===== config.mk =====
export PLATFORM = sky130hd
export DESIGN_NAME = job_ring_queue_with_overflow_policy
export DESIGN_NICKNAME = d
export VERILOG_FILES = /design/src/hw/rtl/jrq_pkg.sv /design/src/hw/rtl/job_ring_queue_with_overflow_policy.sv
export SDC_FILE = /design/constraint.sdc
export NUM_CORES = 1
export LEC_CHECK = 0
export ABC_AREA = 1
export BUFFER_PORTS_ARGS = -buffer_cell sky130_fd_sc_hd__buf_4
export CAP_MARGIN = 5
export CELL_PAD_IN_SITES_DETAIL_PLACEMENT = 1
export CELL_PAD_IN_SITES_GLOBAL_PLACEMENT = 1
export CORE_UTILIZATION = 26
export DETAILED_ROUTE_END_ITERATION = 10
export PLACE_DENSITY_LB_ADDON = 0.1
export SYNTH_ARGS = -nofsm -noshare
export SYNTH_HDL_FRONTEND = slang
export SYNTH_SLANG_ARGS = --single-unit

===== constraint.sdc =====
create_clock -name clk -period 16.2 [get_ports clk]
set_input_delay 1.62 -clock clk [delete_from_list [all_inputs] [get_ports clk]]
set_output_delay 1.62 -clock clk [all_outputs]
set_load 0.01 [all_outputs]

===== src/hw/rtl/jrq_pkg.sv =====
`default_nettype none

package jrq_pkg;

	// most jobs handed out by one run word
	localparam logic [4:0] MAX_RESULTS = 5'd16;

	// capacity after reset
	localparam logic [4:0] CAPACITY_RESET = 5'd16;

	// input word action codes
	localparam logic ACT_ENQUEUE = 1'b0;
	localparam logic ACT_RUN     = 1'b1;

	// result kinds
	localparam logic KIND_ENQUEUE = 1'b0;
	localparam logic KIND_RUN     = 1'b1;

	// overflow policy codes
	localparam logic POLICY_REFUSE      = 1'b0;
	localparam logic POLICY_DROP_OLDEST = 1'b1;

	// config register indexes
	localparam logic REG_POLICY   = 1'b0;
	localparam logic REG_CAPACITY = 1'b1;

	typedef enum logic {
		ST_IDLE,
		ST_RUN
	} state_t;

endpackage

`default_nettype wire


===== src/hw/rtl/job_ring_queue_with_overflow_policy.sv =====
`default_nettype none

// Enqueue word: its acknowledgement is on the result ports the cycle after start.
// Run word: one dispatched job per cycle, set by the single read port of the slot memory;
//   first result the cycle after start, busy held until the last job of the run is read.
// Empty run: one result, the cycle after start. The receiver cannot stall results.
// Reset: pointers, occupancy, totals and policy cleared, capacity 16; slot memory not cleared.
module job_ring_queue_with_overflow_policy
	import jrq_pkg::*;
#(
	parameter int QUEUE_DEPTH = 16
) (
	input  wire                clk,
	input  wire                arst_n,
	// command side
	input  wire                start,
	output logic               busy,
	input  wire                action,
	input  wire  [31:0]        job_handle,
	input  wire  [31:0]        job_context,
	input  wire  [4:0]         max_count,
	// config write port
	input  wire                wr_en,
	input  wire                wr_index,
	input  wire  [4:0]         wr_data,
	// result side
	output logic               result_strobe,
	output logic               result_kind,
	output logic               accepted,
	output logic               job_valid,
	output logic [31:0]        out_handle,
	output logic [31:0]        out_context,
	output logic               last_of_run,
	output logic [$clog2(QUEUE_DEPTH+1)-1:0] pending_count,
	output logic [31:0]        enqueued_total,
	output logic [31:0]        dropped_total,
	output logic [31:0]        dropped_oldest_total,
	output logic [31:0]        executed_total
);

	// pointer width, occupancy width, and a common compare width that also covers
	// the 5-bit capacity register
	localparam int PW   = (QUEUE_DEPTH > 1) ? $clog2(QUEUE_DEPTH) : 1;
	localparam int CW   = $clog2(QUEUE_DEPTH + 1);
	localparam int CAPW = (CW > 5) ? CW : 5;

	// ---------------- state ----------------
	state_t          state_q, state_d;
	logic [PW-1:0]   rptr_q, rptr_d;
	logic [PW-1:0]   wptr_q, wptr_d;
	logic [CW-1:0]   occ_q, occ_d;
	logic [4:0]      rem_q, rem_d;      // jobs still to hand out in this run
	logic [31:0]     enq_cnt_q, enq_cnt_d;
	logic [31:0]     refuse_cnt_q, refuse_cnt_d;
	logic [31:0]     discard_cnt_q, discard_cnt_d;
	logic [31:0]     exec_cnt_q, exec_cnt_d;
	logic            policy_q, policy_d;
	logic [4:0]      cap_q, cap_d;

	// result flags, shown the cycle after they are decided
	logic            strobe_q, strobe_d;
	logic            kind_q, kind_d;
	logic            acc_q, acc_d;
	logic            jv_q, jv_d;
	logic            last_q, last_d;

	// slot memory: {context, handle}, one write and one registered read port
	logic [63:0]     slot_mem [QUEUE_DEPTH];
	logic [63:0]     rd_data_q;
	logic            mem_we;
	logic            mem_re;

	// ---------------- combinational helpers ----------------
	logic            accept;
	logic            is_enq;
	logic            full;
	logic            dispatch;
	logic [CAPW-1:0] cap_eff;
	logic [CAPW-1:0] cap_ext;
	logic [CAPW-1:0] occ_ext;
	logic [4:0]      req_c;
	logic [4:0]      n_run;
	logic [4:0]      rem_after;

	// next ring position, wrapping at the capacity in use
	function automatic logic [PW-1:0] ring_next(input logic [PW-1:0] p,
	                                            input logic [CAPW-1:0] cap);
		logic [CAPW:0] n;
		n = (CAPW+1)'(p) + (CAPW+1)'(1);
		return (n >= {1'b0, cap}) ? '0 : n[PW-1:0];
	endfunction

	always_comb begin
		// capacity of zero acts as one, above the built depth acts as the depth
		cap_ext = CAPW'(cap_q);
		if (cap_q == 5'd0) begin
			cap_eff = CAPW'(1);
		end else if (cap_ext > CAPW'(QUEUE_DEPTH)) begin
			cap_eff = CAPW'(QUEUE_DEPTH);
		end else begin
			cap_eff = cap_ext;
		end

		occ_ext = CAPW'(occ_q);
		full    = (occ_ext >= cap_eff);
		busy    = (state_q == ST_RUN);
		accept  = start && !busy;
		is_enq  = (action == ACT_ENQUEUE);

		// jobs this run hands out: min(limited request, occupancy)
		req_c = (max_count > MAX_RESULTS) ? MAX_RESULTS : max_count;
		n_run = (CAPW'(req_c) < occ_ext) ? req_c : occ_ext[4:0];

		// first job is read in the accept cycle, the rest one per busy cycle
		dispatch  = (accept && !is_enq && (n_run != 5'd0)) || busy;
		rem_after = busy ? (rem_q - 5'd1) : (n_run - 5'd1);
	end

	// ---------------- next state ----------------
	always_comb begin
		state_d       = state_q;
		rptr_d        = rptr_q;
		wptr_d        = wptr_q;
		occ_d         = occ_q;
		rem_d         = rem_q;
		enq_cnt_d     = enq_cnt_q;
		refuse_cnt_d  = refuse_cnt_q;
		discard_cnt_d = discard_cnt_q;
		exec_cnt_d    = exec_cnt_q;
		policy_d      = policy_q;
		cap_d         = cap_q;
		strobe_d      = 1'b0;
		kind_d        = kind_q;
		acc_d         = 1'b0;
		jv_d          = 1'b0;
		last_d        = 1'b1;
		mem_we        = 1'b0;
		mem_re        = 1'b0;

		if (accept && is_enq) begin
			strobe_d = 1'b1;
			kind_d   = KIND_ENQUEUE;
			// null handle: refused, nothing counted
			if (job_handle != 32'd0) begin
				if (full && (policy_q == POLICY_REFUSE)) begin
					refuse_cnt_d = refuse_cnt_q + 32'd1;
				end else begin
					acc_d     = 1'b1;
					mem_we    = 1'b1;
					wptr_d    = ring_next(wptr_q, cap_eff);
					enq_cnt_d = enq_cnt_q + 32'd1;
					if (full) begin
						// drop oldest: occupancy stays the same
						rptr_d        = ring_next(rptr_q, cap_eff);
						discard_cnt_d = discard_cnt_q + 32'd1;
					end else begin
						occ_d = occ_q + CW'(1);
					end
				end
			end
		end else if (dispatch) begin
			mem_re     = 1'b1;
			strobe_d   = 1'b1;
			kind_d     = KIND_RUN;
			jv_d       = 1'b1;
			rptr_d     = ring_next(rptr_q, cap_eff);
			occ_d      = occ_q - CW'(1);
			exec_cnt_d = exec_cnt_q + 32'd1;
			rem_d      = rem_after;
			last_d     = (rem_after == 5'd0);
			state_d    = (rem_after == 5'd0) ? ST_IDLE : ST_RUN;
		end else if (accept) begin
			// run with nothing to hand out: one empty result
			strobe_d = 1'b1;
			kind_d   = KIND_RUN;
		end

		if (wr_en) begin
			case (wr_index)
				REG_POLICY: begin
					policy_d = wr_data[0];
				end
				REG_CAPACITY: begin
					// new capacity empties the queue, totals kept
					cap_d  = wr_data;
					rptr_d = '0;
					wptr_d = '0;
					occ_d  = '0;
				end
				default: begin
					policy_d = policy_q;
				end
			endcase
		end
	end

	// ---------------- registers ----------------
	always_ff @(posedge clk or negedge arst_n) begin
		if (!arst_n) begin
			state_q       <= ST_IDLE;
			rptr_q        <= '0;
			wptr_q        <= '0;
			occ_q         <= '0;
			rem_q         <= '0;
			enq_cnt_q     <= '0;
			refuse_cnt_q  <= '0;
			discard_cnt_q <= '0;
			exec_cnt_q    <= '0;
			policy_q      <= POLICY_REFUSE;
			cap_q         <= CAPACITY_RESET;
			strobe_q      <= 1'b0;
			kind_q        <= KIND_ENQUEUE;
			acc_q         <= 1'b0;
			jv_q          <= 1'b0;
			last_q        <= 1'b0;
		end else begin
			state_q       <= state_d;
			rptr_q        <= rptr_d;
			wptr_q        <= wptr_d;
			occ_q         <= occ_d;
			rem_q         <= rem_d;
			enq_cnt_q     <= enq_cnt_d;
			refuse_cnt_q  <= refuse_cnt_d;
			discard_cnt_q <= discard_cnt_d;
			exec_cnt_q    <= exec_cnt_d;
			policy_q      <= policy_d;
			cap_q         <= cap_d;
			strobe_q      <= strobe_d;
			kind_q        <= kind_d;
			acc_q         <= acc_d;
			jv_q          <= jv_d;
			last_q        <= last_d;
		end
	end

	// slot memory; reads and writes never target the same cycle, since reads
	// only happen while a run is dispatching and writes only on an enqueue
	always_ff @(posedge clk) begin
		if (mem_we) begin
			slot_mem[wptr_q] <= {job_context, job_handle};
		end
		if (mem_re) begin
			rd_data_q <= slot_mem[rptr_q];
		end
	end

	// ---------------- result word ----------------
	// totals and occupancy registers already hold the values after this result
	assign result_strobe        = strobe_q;
	assign result_kind          = kind_q;
	assign accepted             = acc_q;
	assign job_valid            = jv_q;
	assign out_handle           = jv_q ? rd_data_q[31:0] : 32'd0;
	assign out_context          = jv_q ? rd_data_q[63:32] : 32'd0;
	assign last_of_run          = last_q;
	assign pending_count        = occ_q;
	assign enqueued_total       = enq_cnt_q;
	assign dropped_total        = refuse_cnt_q;
	assign dropped_oldest_total = discard_cnt_q;
	assign executed_total       = exec_cnt_q;

	// ---------------- assertions ----------------
	a_occ_bound: assert property (@(posedge clk) disable iff (!arst_n)
		CAPW'(occ_q) <= cap_eff)
		else $error("occupancy above capacity in use");

	a_run_has_jobs: assert property (@(posedge clk) disable iff (!arst_n)
		busy |-> (rem_q != 5'd0) && (CAPW'(occ_q) >= CAPW'(rem_q)))
		else $error("run in progress without enough queued jobs");

	a_last_frees: assert property (@(posedge clk) disable iff (!arst_n)
		(result_strobe && last_of_run) |-> !busy)
		else $error("last result shown while still dispatching");

	a_job_kind: assert property (@(posedge clk) disable iff (!arst_n)
		(result_strobe && job_valid) |-> (result_kind == KIND_RUN) && !accepted)
		else $error("dispatched job flagged on an enqueue result");

	a_busy_strobes: assert property (@(posedge clk) disable iff (!arst_n)
		busy |=> result_strobe)
		else $error("dispatch cycle produced no result");

endmodule

`default_nettype wire

After elaboration in Yosys (flattened, before gate mapping)
Memory sizes are Yosys's and may differ from the RTL's. A register that Yosys moved wholly into a read port is not among the register bits. Cells that the tools add are included.

$add $sub $neg: 10. $lt $le $gt $ge: 6. Multiplexer cells: 44. Bitwise logic cells: 5. Reduce and logical (&&, ||, !) cells: 18.

Operators with widths (number): $add A32 B1 Y32 const B (4); $mux W32 (2); $mux W5 (12); $mux W4 (14); $reduce_bool A32 Y1 (1); $mux W1 (16); $ge A5 B5 Y1 (3); $sub A5 B1 Y5 const B (3); $add A4 B1 Y5 const B (2); $gt A5 B5 Y1 const B (2); $logic_not A5 Y1 (2); $reduce_and A2 Y1 (3); $reduce_and A3 Y1 (2); $add A5 B1 Y5 const B (1); $logic_and A1 B1 Y1 (5); $lt A5 B5 Y1 (1); $not A1 Y1 (5); $reduce_bool A5 Y1 (1); $reduce_and A4 Y1 (1); $reduce_bool A3 Y1 (1); $logic_not A1 Y1 (1); $logic_or A1 B1 Y1 (1).

Bits in registers: 158. Bits in writable memories: 1024. Memories kept: 1. Input port bits: 80. Word-level logic and storage cells: 100.

Memory list: slot_mem (words 16, width 64, rd ports 1, clocked after Yosys merged registers in 1, write ports 1, line job_ring_queue_with_overflow_policy.sv:68) `logic [63:0] slot_mem [QUEUE_DEPTH];`.

Depth between registers and ports, before layout
Depth in word-level cells: 11. Mapped depth: 20. Depth with buffers taken out: 20.

Worst setup path before layout
No wires, ideal clock.

Kind: input -> register. Start: input start. End: memory slot_mem[11][0], enable pin. Stages: 7. Library setup time: 0.565 ns. Buffers on the path: 1. Arrival: 6.832 ns. Setup slack: 8.803 ns. Path through: inv_1 > nor3_4 > inv_2 > nor2_4 > o21ai_4 > clkbuf_1 > nor3_1.

Word-level cells in the longest chain between the ends: 5.

RTL lines: start, declared (line job_ring_queue_with_overflow_policy.sv:16) `input wire start,`; $logic_and A1 B1 Y1 (line job_ring_queue_with_overflow_policy.sv:107) `accept = start && !busy;`; $logic_and A1 B1 Y1 (line job_ring_queue_with_overflow_policy.sv:140) `if (accept && is_enq) begin`; $mux W1 (line job_ring_queue_with_overflow_policy.sv:140); $mux W1 (line job_ring_queue_with_overflow_policy.sv:239) `if (mem_we) begin`; $mux W1 (not written as such) (line job_ring_queue_with_overflow_policy.sv:240) `slot_mem[wptr_q] <= {job_context, job_handle};`; end, declared (line job_ring_queue_with_overflow_policy.sv:68).

Every way passes these cells.

Final worst setup path
Start: register cap_q[0], in the netlist cap_ext[0]. End: memory slot_mem[13][8], enable pin.

Word-level cells in the longest chain between the ends: 10. Elaborated cells on any way between the ends: 11.

RTL lines: start, declared (line job_ring_queue_with_overflow_policy.sv:58) `logic [4:0] cap_q, cap_d;`; start signal, assigned (line job_ring_queue_with_overflow_policy.sv:227) `cap_q <= cap_d;`; $gt A5 B5 Y1 (line job_ring_queue_with_overflow_policy.sv:98) `end else if (cap_ext > CAPW'(QUEUE_DEPTH)) begin`; $mux W5 (line job_ring_queue_with_overflow_policy.sv:98); $mux W5 * (line job_ring_queue_with_overflow_policy.sv:96) `if (cap_q == 5'd0) begin`; $ge A5 B5 Y1 * (line job_ring_queue_with_overflow_policy.sv:105) `full = (occ_ext >= cap_eff);`; $logic_and A1 B1 Y1 * (line job_ring_queue_with_overflow_policy.sv:145) `if (full && (policy_q == POLICY_REFUSE)) begin`; $mux W1 * (line job_ring_queue_with_overflow_policy.sv:145); $mux W1 * (line job_ring_queue_with_overflow_policy.sv:144) `if (job_handle != 32'd0) begin`; $mux W1 * (line job_ring_queue_with_overflow_policy.sv:140); $mux W1 * (line job_ring_queue_with_overflow_policy.sv:239); $mux W1 (not written as such) * (line job_ring_queue_with_overflow_policy.sv:240).

Every way passes the cells marked *; elsewhere a longest branch is shown, timed or not.

==> out/metrics.json <==
{
  "synth.cell_area_um2": 51800,
  "ys_warn_count": 0,
  "max_slew.worst_pin.slew_ns": 1.09,
  "ys_async_sr_fraction": 0.127,
  "rr_startpoint": "cap_ext[0]",
  "setup.worst_path.class": "flop to flop",
  "power-per-cell-area_nw_per_um2": 159,
  "number_of_flops_mapped_to_enable_cells_by_yosys": 1088,
  "finalHoldWorstSlack_ns": 0.472,
  "max_freq_mhz": 182,
  "initial_antenna_violation_count": 10,
  "htree_levels": 4,
  "worstSetupStartpoint": "cap_ext[0]",
  "placeableCoreArea_um2": 198000,
  "cts_sinks": 1246,
  "area.sequential_um2": 36600,
  "outcome": "finished clean",
  "postCtsSetupBuffers": 0,
  "synth_simple_gate_area_share": 0.110,
  "numPortBuffers": 282,
  "insertion_delay_to_the_later_sink_of_the_worst_skew_pair_ns": 0.78,
  "total_cts_buffers": 150,
  "seqPwrFrac": 0.403,
  "synth-adder-area-share": 0.00773,
  "final_max_slew_viol_count": 0,
  "r2r-end": "slot_mem[13][8]",
  "grt_use_total": 0.162,
  "ff2ff_path_depth": 14,
  "drc": 0,
  "multi_input_comb_area_um2": 13600,
  "avgRoutedWirePerCell_um": 23.2,
  "area_delta_synth_final_pct": 18.7,
  "internal_power_mw": 6.49,
  "post_cts.resized_instances": 0,
  "die_outline_height_um": 448,
  "ys.flop_type": "sky130_fd_sc_hd__edfxtp_1",
  "fin_worst_skew_ns": 0.0295,
  "tritoncts_clock_tree": "yes",
  "design.die.area_um2": 201000,
  "grt_first_pass_wirelength_um": 240000,
  "placement.setup.worst_slack_ns": 9.84,
  "total_number_of_vias": 32942,
  "drtAntennaViolNets": 0,
  "top_level_ports": 283,
  "pwr-share-clk": 0.333,
  "timing.final.hold_violations": 0,
  "gp_weighted_congestion": 0.751,
  "mux_cell_area_share_after_synthesis": 0.0331,
  "drive_gt1_frac": 0.138,
  "floorplan.initialDensity": 0.262,
  "relSlewSlack": 0.273,
  "gate_count_post_synth": 4020,
  "switching_power_mw": 3.27,
  "globalRouteOverflowTotal": 0,
  "drtPass1Iterations": 5,
  "cts.reportedPaths.clkPinSlew_ns": 0.06,
  "vdd_drop_max_mv": 0.105,
  "syn_area_per_cell_um2": 12.9,
  "setup-tns-final_ns": 0,
  "leakage_nw": 21.5,
  "grt_start_max_net_pins": 169,
  "critPathMaxFanout": 28,
  "crit_path_start_kind": "flop",
  "report.final.setup_viol": 0,
  "cts_buffer_depth": 3,
  "worstPathArrival_ns": 5.88,
  "dr.first_iter.drc_count": 2043,
  "fillers": 21070,
  "ff2ff_setup_slack_ns": 10.71,
  "synth.distinct_cells": 58,
  "rows": 163,
  "final.period_utilization": 0.339,
  "end_kind": "flop",
  "hp-class": "flop to flop",
  "route.detailed.vias_per_inst": 4.68,
  "cap_viol_max_count": 0,
  "swShare": 0.335,
  "period_needed_ns": 5.49,
  "num-nets-final": 4402,
  "setup_repair_after_global_routing_missed_its_margin": "false",
  "wirelength_um": 163000,
  "dominant_combinational_cell_family_by_area_after_synthesis": "simple AND/OR/NAND/NOR gates",
  "synth-seq-area-share": 0.707,
  "grt_pass1_vias": 34378,
  "synth_xor_area_frac": 0.0211,
  "critical_path.endpoint": "slot_mem[13][8]",
  "finalWorstSetupSlack_ns": 10.71,
  "post-dp-hpwl_um": 95700,
  "yosys_register_bits": 1246,
  "cts_root_buf": "sky130_fd_sc_hd__clkbuf_16",
  "cts_hold_buf": 0,
  "power_frac_comb": 0.265,
  "timing.critical_path.required_ns": 16.59,
  "die_w_um": 448,
  "synth_compound_gate_area_share": 0.0875,
  "synthesis.nets": 4132
}
[cell usage after synthesis, drive strengths merged (2+ instances only)]
library cell / count / area share
or2: 3 / 0.00036
nor3: 95 / 0.010
a21oi: 18 / 0.0018
o221ai: 171 / 0.029
nand2: 507 / 0.038
buf: 71 / 0.0079
nor4: 24 / 0.0029
a211oi: 4 / 0.00058
o32ai: 71 / 0.012
nand4: 36 / 0.0048
dfrtp: 157 / 0.076
inv: 193 / 0.014
clkinv: 2 / 0.00015
o22ai: 14 / 0.0017
ha: 32 / 0.0077
mux2i: 171 / 0.033
o211ai: 71 / 0.010
xor2: 95 / 0.016
and3: 2 / 0.00024
edfxtp: 1088 / 0.63
xnor2: 29 / 0.0049
clkbuf: 149 / 0.011
nor3b: 2 / 0.00029
o21a: 3 / 0.00046
o21ai: 315 / 0.031
nand3: 89 / 0.0090
nor2: 596 / 0.044
a31oi: 4 / 0.00048
[final cells by class]
| cell class | instances | share of cell area |
|---|---|---|
| sequential | 1246 | 0.596 |
| multi-input combinational | 2359 | 0.220 |
| clock buffer | 201 | 0.0671 |
| tap | 2640 | 0.0537 |
| timing repair buffer | 338 | 0.0415 |
| inverter | 195 | 0.0122 |
| clock inverter | 56 | 0.00867 |
| antenna | 2 | 0.0000814 |
[placed cells by master, fill, tap and decap left out, types with 9 or more instances in the layout]
cell,count
sky130_fd_sc_hd__xor2_1,94
sky130_fd_sc_hd__o32ai_1,71
sky130_fd_sc_hd__clkinv_1,27
sky130_fd_sc_hd__clkinv_2,11
sky130_fd_sc_hd__o211ai_1,71
sky130_fd_sc_hd__edfxtp_1,1088
sky130_fd_sc_hd__clkbuf_1,40
sky130_fd_sc_hd__nor3_1,81
sky130_fd_sc_hd__mux2i_1,171
sky130_fd_sc_hd__nor2_1,575
sky130_fd_sc_hd__ha_1,32
sky130_fd_sc_hd__inv_1,181
sky130_fd_sc_hd__o22ai_1,14
sky130_fd_sc_hd__nand2_1,495
sky130_fd_sc_hd__nand4_1,34
sky130_fd_sc_hd__a21oi_1,17
sky130_fd_sc_hd__buf_4,336
sky130_fd_sc_hd__o221ai_1,171
sky130_fd_sc_hd__clkbuf_16,156
sky130_fd_sc_hd__o21ai_0,307
sky130_fd_sc_hd__dfrtp_1,152
sky130_fd_sc_hd__nor3_2,13
sky130_fd_sc_hd__xnor2_1,29
sky130_fd_sc_hd__inv_2,9
sky130_fd_sc_hd__nor2_4,16
sky130_fd_sc_hd__nor4_1,24
sky130_fd_sc_hd__nand3_1,85
[worst min-delay path by stage]
stage                            start            endpoint  slack [ns]  cells after the start
floorplan                     rem_q[1]            rem_q[1]        0.44                      2
global placement              rem_q[0]            rem_q[0]        0.47                      2
detailed placement            rem_q[1]            rem_q[1]        0.46                      2
CTS                           rem_q[1]            rem_q[1]        0.48                      2
global route                  rem_q[0]            rem_q[0]        0.51                      2
finish              enqueued_total[31]  enqueued_total[31]        0.47                      1
[registers in the layout, indices dropped and copies added (netlist names), 4 cells and up]
| register | flops |
|---|---|
| cap_ext | 5 |
| dropped_oldest_total | 32 |
| enqueued_total | 32 |
| executed_total | 32 |
| dropped_total | 32 |
| wptr_q | 4 |
| slot_mem | 1024 |
| pending_count | 5 |
| rd_data_q | 64 |
| rem_q | 5 |
| rptr_q | 4 |
[per-layer routing]
| metal | track usage | routed length, um |
|---|---|---|
| met5 | 0 | 0 |
| met4 | 0.0433 | 3410 |
| met3 | 0.0244 | 5570 |
| met2 | 0.267 | 77900 |
| met1 | 0.220 | 76500 |
[power groups by stage]
| stage | sequential [mW] | combinational, mW | clock [mW] |
|---|---|---|---|
| final | 3.93 | 2.59 | 3.25 |
| after CTS | 3.94 | 2.69 | 3.37 |
| after detailed placement | 4.00 | 2.68 | 0 |
| after global routing | 3.96 | 2.89 | 3.47 |
| after global placement | 4.00 | 2.68 | 0 |
| after floorplan | 3.91 | 1.62 | 0 |
[cells by family after synthesis]
| kind of cell | after synthesis |
|---|---|
| muxes | 171 |
| buffers and inverters | 415 |
| DFF | 1246 |
| and+or+nand+nor | 1357 |
| adders and majority gates | 32 |
| AOI/OAI and AO/OA | 675 |
| xor gates and xnor gates | 124 |
[per-stage QoR]
step                      cells  power, mW   util  area, um^2
after global placement     6778       6.68  0.287       56800
after global routing       7037       10.3  0.311       61500
after floorplan            4020       5.54      -       51800
after CTS                  7035       10.0  0.311       61500
final                      7037       9.76  0.311       61500
after detailed placement   6778       6.68  0.287       56800
[worst max-delay path, stage by stage (launching register included)]
cell                      delay [ns]
sky130_fd_sc_hd__dfrtp_1        0.40
sky130_fd_sc_hd__or4_1          0.54
sky130_fd_sc_hd__o21ai_0        0.44
sky130_fd_sc_hd__ha_1           0.24
sky130_fd_sc_hd__inv_1          0.05
sky130_fd_sc_hd__nand4_1        0.08
sky130_fd_sc_hd__nand3_1        0.09
sky130_fd_sc_hd__a21oi_2        0.30
sky130_fd_sc_hd__o21ai_4        0.07
sky130_fd_sc_hd__buf_4          0.26
sky130_fd_sc_hd__inv_2          0.42
sky130_fd_sc_hd__nand2_1        0.36
sky130_fd_sc_hd__nor2_4         0.60
sky130_fd_sc_hd__buf_4          0.58
sky130_fd_sc_hd__buf_4          0.58
(Power assumes the default switching activity.)
